$ cat src/psd_pkg.sv
// ----------------------------------------------------------------------------
// psd_pkg
// Widths, case codes and stage-to-stage payload types of the point to
// segment distance pipeline.
// ----------------------------------------------------------------------------
package psd_pkg;

  // Coordinates and scaling
  localparam int COORD_W   = 16;
  localparam int FRAC_BITS = 8;
  localparam int SCALE_W   = 2 * FRAC_BITS;
  localparam int NUM_COORD = 9;
  localparam int S_DATA_W  = NUM_COORD * COORD_W;

  // Intermediate widths
  localparam int DIFF_W  = COORD_W + 1;       // coordinate difference
  localparam int PROD_W  = 2 * DIFF_W;        // product of two differences
  localparam int NUM_W   = PROD_W + 1;        // dot(AC, AB), signed
  localparam int SQ_W    = 2 * COORD_W + 2;   // squared length, unsigned
  localparam int CROSS_W = PROD_W;            // cross product component
  localparam int XMAG_W  = CROSS_W - 1;       // its magnitude
  localparam int XSQ_W   = 2 * XMAG_W;        // its square
  localparam int N_W     = XSQ_W + 2;         // sum of three squares
  localparam int Q_W     = SQ_W + SCALE_W;    // scaled squared distance
  localparam int ROOT_W  = Q_W / 2;           // root of it
  localparam int REM_W   = ROOT_W + 1;        // root remainder

  // Output bus
  localparam int DIST_W   = 25;
  localparam int M_DATA_W = 32;
  localparam int CASE_W   = 2;

  // Nearest-point cases
  localparam logic [CASE_W-1:0] CASE_INTERIOR = 2'd0;
  localparam logic [CASE_W-1:0] CASE_START    = 2'd1;
  localparam logic [CASE_W-1:0] CASE_END      = 2'd2;
  localparam logic [CASE_W-1:0] CASE_ZERO     = 2'd3;

  // Divider request: floor(n * 2^SCALE_W / d)
  typedef struct packed {
    logic [N_W-1:0]    n;
    logic [SQ_W-1:0]   d;
    logic [CASE_W-1:0] kind;
  } div_req_t;

  // Root request: floor(sqrt(q))
  typedef struct packed {
    logic [Q_W-1:0]    q;
    logic [CASE_W-1:0] kind;
  } root_req_t;

  // Final result
  typedef struct packed {
    logic [ROOT_W-1:0] distance;
    logic [CASE_W-1:0] kind;
  } result_t;

endpackage

$ cat src/psd_sqrt.sv
// ----------------------------------------------------------------------------
// psd_sqrt
// Pipelined digit-by-digit integer square root, one root bit per stage,
// ROOT_W stages. The last stage is the block's output register.
// ----------------------------------------------------------------------------
module psd_sqrt (
  input  logic               clk,
  input  logic               rst,
  input  logic               en,
  input  logic               in_valid,
  input  psd_pkg::root_req_t in_req,
  output logic               out_valid,
  output psd_pkg::result_t   out_res
);
  import psd_pkg::*;

  logic              v    [ROOT_W];
  logic [REM_W-1:0]  rem  [ROOT_W];
  logic [Q_W-1:0]    word [ROOT_W];
  logic [ROOT_W-1:0] root [ROOT_W];
  logic [CASE_W-1:0] kind [ROOT_W];

  genvar j;
  generate
    for (j = 0; j < ROOT_W; j++) begin : g_stage
      logic              src_v;
      logic [REM_W-1:0]  src_rem;
      logic [Q_W-1:0]    src_word;
      logic [ROOT_W-1:0] src_root;
      logic [CASE_W-1:0] src_kind;
      logic [REM_W+1:0]  acc;
      logic [REM_W+1:0]  trial;
      logic [REM_W+1:0]  diff;
      logic              ge;

      // Stage input: the request itself or the previous stage
      if (j == 0) begin : g_first
        assign src_v    = in_valid;
        assign src_rem  = '0;
        assign src_word = in_req.q;
        assign src_root = '0;
        assign src_kind = in_req.kind;
      end else begin : g_next
        assign src_v    = v[j-1];
        assign src_rem  = rem[j-1];
        assign src_word = word[j-1];
        assign src_root = root[j-1];
        assign src_kind = kind[j-1];
      end

      // Bring down two bits, try root digit one
      assign acc   = {src_rem, src_word[Q_W-1 -: 2]};
      assign trial = {1'b0, src_root, 2'b01};
      assign diff  = acc - trial;
      assign ge    = (acc >= trial);

      always_ff @(posedge clk) begin
        if (rst) begin
          v[j] <= 1'b0;
        end else if (en) begin
          v[j] <= src_v;
        end
      end

      always_ff @(posedge clk) begin
        if (en) begin
          rem[j]  <= ge ? diff[REM_W-1:0] : acc[REM_W-1:0];
          word[j] <= {src_word[Q_W-3:0], 2'b00};
          root[j] <= {src_root[ROOT_W-2:0], ge};
          kind[j] <= src_kind;
        end
      end
    end
  endgenerate

  assign out_valid        = v[ROOT_W-1];
  assign out_res.distance = root[ROOT_W-1];
  assign out_res.kind     = kind[ROOT_W-1];

endmodule

$ cat config.mk
export PLATFORM = sky130hd
export DESIGN_NAME = psd_sqrt
export DESIGN_NICKNAME = d
export VERILOG_FILES = /design/src/psd_pkg.sv /design/src/psd_sqrt.sv
export SDC_FILE = /design/constraint.sdc
export NUM_CORES = 2
export LEC_CHECK = 0
export BUFFER_PORTS_ARGS = -buffer_cell sky130_fd_sc_hd__buf_2
export CAP_MARGIN = 5
export CORE_MARGIN = 2
export CORE_UTILIZATION = 65
export CTS_CLUSTER_DIAMETER = 30
export DETAILED_ROUTE_END_ITERATION = 10
export PLACE_DENSITY_LB_ADDON = 0.2
export SLEW_MARGIN = 10
export SYNTH_ARGS = -nofsm -noshare
export SYNTH_HDL_FRONTEND = slang
export SYNTH_SLANG_ARGS = --single-unit
$ cat constraint.sdc
create_clock -name clk -period 7.2 [get_ports clk]
set_input_delay 0.72 -clock clk [delete_from_list [all_inputs] [get_ports clk]]
set_output_delay 0.72 -clock clk [all_outputs]
set_load 0.02 [all_outputs]
# [Word-level counts from Yosys, hierarchy flattened]
# Memory sizes are Yosys's and may differ from the RTL's.
# Cells that the tools add are included.
[op_classes] n_eq_ne=0 shifts=0 bitwise_logic=25 n_mux=56 div=0 reduce_logical=0 n_addsub=25 multipliers=0 order_cmp=25
[ops] operator="$ge 28x27->1" count=24
[ops] operator="$mux 26" count=25
[ops] operator="$sub 26x26->26" count=24
[ops] operator="$mux 1" count=31
[ops] operator="$or 1x1->1" count=25
[ops] operator="$sub 2x1->3 const B" count=1
[ops] operator="$ge 2x1->1 const B" count=1
[totals] mem_bits_rw=2550 romBits=0 ff_bits=0 input_bits=56 latch_bits=0 n_memories=5 wordCells=136
[mem_list] name="word" depth=25 width=48 read_ports=24 rd_ports_with_merged_regs=0 wr=25 line_no="psd_sqrt.sv:19" source="logic [Q_W-1:0] word [ROOT_W];"
[mem_list] name="rem" depth=25 width=26 read_ports=24 rd_ports_with_merged_regs=0 wr=25 line_no="psd_sqrt.sv:18" source="logic [REM_W-1:0] rem [ROOT_W];"
[mem_list] name="root" depth=25 width=25 read_ports=25 rd_ports_with_merged_regs=0 wr=25 line_no="psd_sqrt.sv:20" source="logic [ROOT_W-1:0] root [ROOT_W];"
[mem_list] name="kind" depth=25 width=2 read_ports=25 rd_ports_with_merged_regs=0 wr=25 line_no="psd_sqrt.sv:21" source="logic [CASE_W-1:0] kind [ROOT_W];"
[mem_list] name="v" depth=25 width=1 read_ports=25 rd_ports_with_merged_regs=0 wr=25 line_no="psd_sqrt.sv:17" source="logic v [ROOT_W];"

# [Longest topological paths before layout]
[depth] ltp_word=4 depth_mapped=14 ltp_nobuf=13

# [Worst setup path before layout]
# Ideal clock, no wire load.
[synth_timing] path_type="register -> register" startpoint="memory rem[0][108] (netlist bit)" endpoint="memory rem[0][155] (netlist bit) (data pin)" slack_ns=3.937 period_less_slack_ns=3.263 path_stages_with_launch=11 arrival_time_ns=3.006 path_cell_list="edfxtp_1 ha_1 or2_4 or3_4 or3_4 or4_4 or4_4 nor2_4 nand2_2 or3_1 xnor2_1"
[synth_rtl] item="start: declaration" line_no="psd_sqrt.sv:18"

==> impl_metrics.xml <==
<?xml version="1.0" encoding="UTF-8"?>
<metrics>
  <group name="status">
    <metric name="status" unit="">finished clean</metric>
  </group>
  <group name="route">
    <metric name="postRouteWirelength" unit="mm">146</metric>
    <metric name="post-route-drc-count" unit="">0</metric>
    <metric name="final_antenna_net_count" unit="">0</metric>
    <metric name="via_count" unit="">44000</metric>
    <metric name="detail_route.iter0.violations" unit="">3682</metric>
    <metric name="detail_route.first_pass.iterations" unit="">7</metric>
    <metric name="avgViaCountPerCell" unit="">5.83</metric>
    <metric name="drt-wirelength-per-cell" unit="um">19.3</metric>
  </group>
  <group name="logic_synthesis">
    <metric name="synthArstFlopShare" unit="%">0</metric>
    <metric name="netlist_top_cells_count" unit="">edfxtp_1, inv_1, nand2_1, ha_1, nor2_1</metric>
    <metric name="synthesis.instances" unit="">5448</metric>
    <metric name="syn_nets" unit="">5856</metric>
    <metric name="synthDominantCellAreaShare" unit="%">65.9</metric>
    <metric name="post_synth_edffs" unit="">1589</metric>
    <metric name="synth_area" unit="sq mm">0.0724</metric>
    <metric name="yosys-top-cells-area" unit="">edfxtp_1, ha_1, xnor2_1</metric>
    <metric name="synth_area_leader_cell" unit="">edfxtp_1</metric>
    <metric name="synthesis.area_per_instance" unit="sq um">13.3</metric>
    <metric name="synthMostInstantiatedCell" unit="">edfxtp_1</metric>
    <metric name="number_of_storage_elements_in_the_synthesis_netlist" unit="">1589</metric>
    <metric name="synth_ff_type" unit="">edfxtp_1</metric>
    <metric name="synth_sequential_area_ratio" unit="%">65.9</metric>
    <metric name="synth_cell_type_count" unit="">93</metric>
    <metric name="synth_warnings" unit="">0</metric>
  </group>
  <group name="floorplanning">
    <metric name="floorplan.initialDensity" unit="%">65.5</metric>
    <metric name="die_w" unit="um">338</metric>
    <metric name="io_pins" unit="">84</metric>
    <metric name="core_region_area" unit="sq mm">0.111</metric>
    <metric name="die_area" unit="sq mm">0.114</metric>
    <metric name="die_h" unit="um">338</metric>
    <metric name="placement_rows" unit="">122</metric>
  </group>
  <group name="power_and_ir_drop">
    <metric name="cellPowerDensity" unit="mW/mm^2">363</metric>
    <metric name="power.ir.vdd_worst" unit="mV">0.340</metric>
    <metric name="p_leak" unit="uW">0.0334</metric>
  </group>
  <group name="place">
    <metric name="buffer_ports.inserted" unit="">83</metric>
    <metric name="gp_congestion" unit="">0.912</metric>
    <metric name="dp_hpwl" unit="mm">93.5</metric>
    <metric name="post_placement_cell_count" unit="">6955</metric>
  </group>
  <group name="clock_tree">
    <metric name="tritoncts.num_buffers" unit="">312</metric>
    <metric name="cts_htree_levels" unit="">5</metric>
    <metric name="cts_num_sinks" unit="">1589</metric>
    <metric name="cts_tree" unit="">done</metric>
    <metric name="clkLatencyLatePin" unit="ns">0.89</metric>
    <metric name="clock-root-buffer" unit="">clkbuf_16</metric>
    <metric name="cts_resized" unit="">0</metric>
    <metric name="clkSlewWorstSetupHoldPaths" unit="ns">0.05</metric>
    <metric name="clk_path_buf_depth" unit="">4</metric>
    <metric name="cts.repair_timing.setup_buffer_count" unit="">0</metric>
  </group>
  <group name="job">
    <metric name="reported_max_cap_violation_count" unit="">0</metric>
  </group>
  <group name="worst_setup_path">
    <metric name="worstPathArrival" unit="ns">4.69</metric>
    <metric name="reg2reg_slack" unit="ns">3.10</metric>
    <metric name="critical_path_required" unit="ns">7.79</metric>
    <metric name="critical_path.startpoint_type" unit="">flop</metric>
    <metric name="timing.critical_path.fanout_max" unit="">24</metric>
    <metric name="worst-setup-path-type" unit="">reg -&gt; reg</metric>
    <metric name="endpoint_kind" unit="">flop</metric>
  </group>
  <group name="finish">
    <metric name="area_delta_synth_final" unit="%">18.3</metric>
    <metric name="layout-drive-gt1-share" unit="%">11.8</metric>
    <metric name="final-instance-count-excl-fill" unit="">7551</metric>
    <metric name="final_util" unit="%">77.4</metric>
    <metric name="final_nets" unit="">6238</metric>
    <metric name="antenna-diode-count" unit="">0</metric>
    <metric name="fillerInstances" unit="">6353</metric>
  </group>
  <group name="timing">
    <metric name="grt_setup_unrepaired" unit="">no</metric>
    <metric name="timing.max_slew.rel_slack" unit="%">20.8</metric>
    <metric name="setup-violations-final" unit="">0</metric>
    <metric name="finalCritPeriodShare" unit="%">56.9</metric>
    <metric name="finalMaxSlewViolations" unit="">0</metric>
    <metric name="timing_hold_violations_final" unit="">0</metric>
    <metric name="clock-skew-final" unit="ns">0.0620</metric>
    <metric name="tmin_final" unit="ns">4.10</metric>
    <metric name="timing_worst_slew_pin_value" unit="ns">1.19</metric>
    <metric name="totalNegativeSetupSlack" unit="ns">0</metric>
    <metric name="fmaxAchievable" unit="MHz">244</metric>
  </group>
  <group name="grt">
    <metric name="grt_antenna_before_repair" unit="">0</metric>
    <metric name="grt_first_pass_wirelength" unit="mm">231</metric>
    <metric name="grt_start_max_net_pins" unit="">200</metric>
    <metric name="first_global_vias" unit="">44100</metric>
    <metric name="globalRouteOverflowTotal" unit="">0</metric>
    <metric name="grt_use_total" unit="%">25.9</metric>
  </group>
  <group name="worst_hold_path">
    <metric name="worstHoldPathType" unit="">in -&gt; reg</metric>
  </group>
</metrics>
[cell families (layout without fill, tap and decap cells)]
logic type	Yosys count	count (layout)	share of synthesized area, %
AOI/OAI and AO/OA	1024	1024	8.89
xor gates and xnor gates	473	473	5.73
adders and majority gates	352	352	6.09
buffers and inverters	552	1167	2.88
DFF	1589	1589	65.9
muxes	61	61	0.932
other	1	1	0.00518
and+or+nand+nor	1396	1396	9.54
[where the power goes]
group / internal [uW] / switching [uW]
combinational: 1880 / 2630
sequential: 11600 / 696
clock: 9570 / 4700
[sequential cells by signal, indices dropped and copies added, names as in the netlist]
name / flops
rem: 589
root: 325
word: 600
v: 25
kind: 50
[cells in the final DEF (no fill, tap or decap), types with 62 or more instances in the layout]
master and count:
edfxtp_1 1589, a21oi_1 287, clkbuf_16 319, buf_2 82, nand3_1 74, nand2_1 410, nor2_1 289, nor4_1 62
inv_1 458, xor2_1 234, ha_1 352, o21ai_0 268, a21o_1 121, o21a_1 67, xnor2_1 239, nor3_1 134
[metrics by stage]
stage / setup slack, ns / hold WS, ns / cell area (sq um) / total power [uW]
6_report: 3.10 / 0.0549 / 85600 / 31100
5_1_grt: 2.70 / 0.0173 / 85600 / 32300
4_1_cts: 3.16 / 0.00122 / 85600 / 31200
3_5_place_dp: 3.18 / 0.405 / 74600 / 16800
3_3_place_gp: 3.33 / 0.400 / 74600 / 16700
2_1_floorplan: 3.94 / 0.400 / 72400 / 15400
[critical path, stage by stage, from the launching register on]
cell	delay, ns
edfxtp_1	0.39
ha_1	0.37
nor2b_1	0.15
o21ai_1	0.15
a21oi_1	0.11
o22a_1	0.26
a211oi_1	0.67
o41ai_1	0.18
a21oi_1	0.49
inv_1	0.38
buf_4	0.33
mux2_2	0.31
[layer usage]
layer / up-vias / global-route usage [%] / routed length [um] / share of wire, %
met1: 21300 / 31.3 / 57500 / 39
met5: - / 0 / 0 / 0
li1: 21000 / - / - / -
met2: 1320 / 45.1 / 74800 / 51
met3: 401 / 4.11 / 6860 / 4.7
met4: 0 / 13.0 / 6450 / 4.4
[final cells by class]
class,count,area (sq um),area share (%)
sequential,1589,47700,55.8
inverter,464,1740,2.04
clock inverter,206,2380,2.78
multi-input combinational,3307,22600,26.4
tap,1488,1860,2.18
clock buffer,341,8070,9.43
timing repair buffer,156,1200,1.40
[what timing repair did]
action                                  CTS  global route
endpoints found under the setup margin    0             0
hold buffers                             49             0
endpoints found under the hold margin    49             0
[final timing paths]
path	from	cells after the start	endpoint
min reg2reg	word[1][185]$_DFFE_PP_	0	word[1][235]$_DFFE_PP_
max	rem[2][104]$_DFFE_PP_	11	rem[2][143]$_DFFE_PP_
min	in_req[37]	1	word[0][35]$_DFFE_PP_
max reg2reg	rem[2][104]$_DFFE_PP_	11	rem[2][143]$_DFFE_PP_
Power figures use the tool's default switching activity.
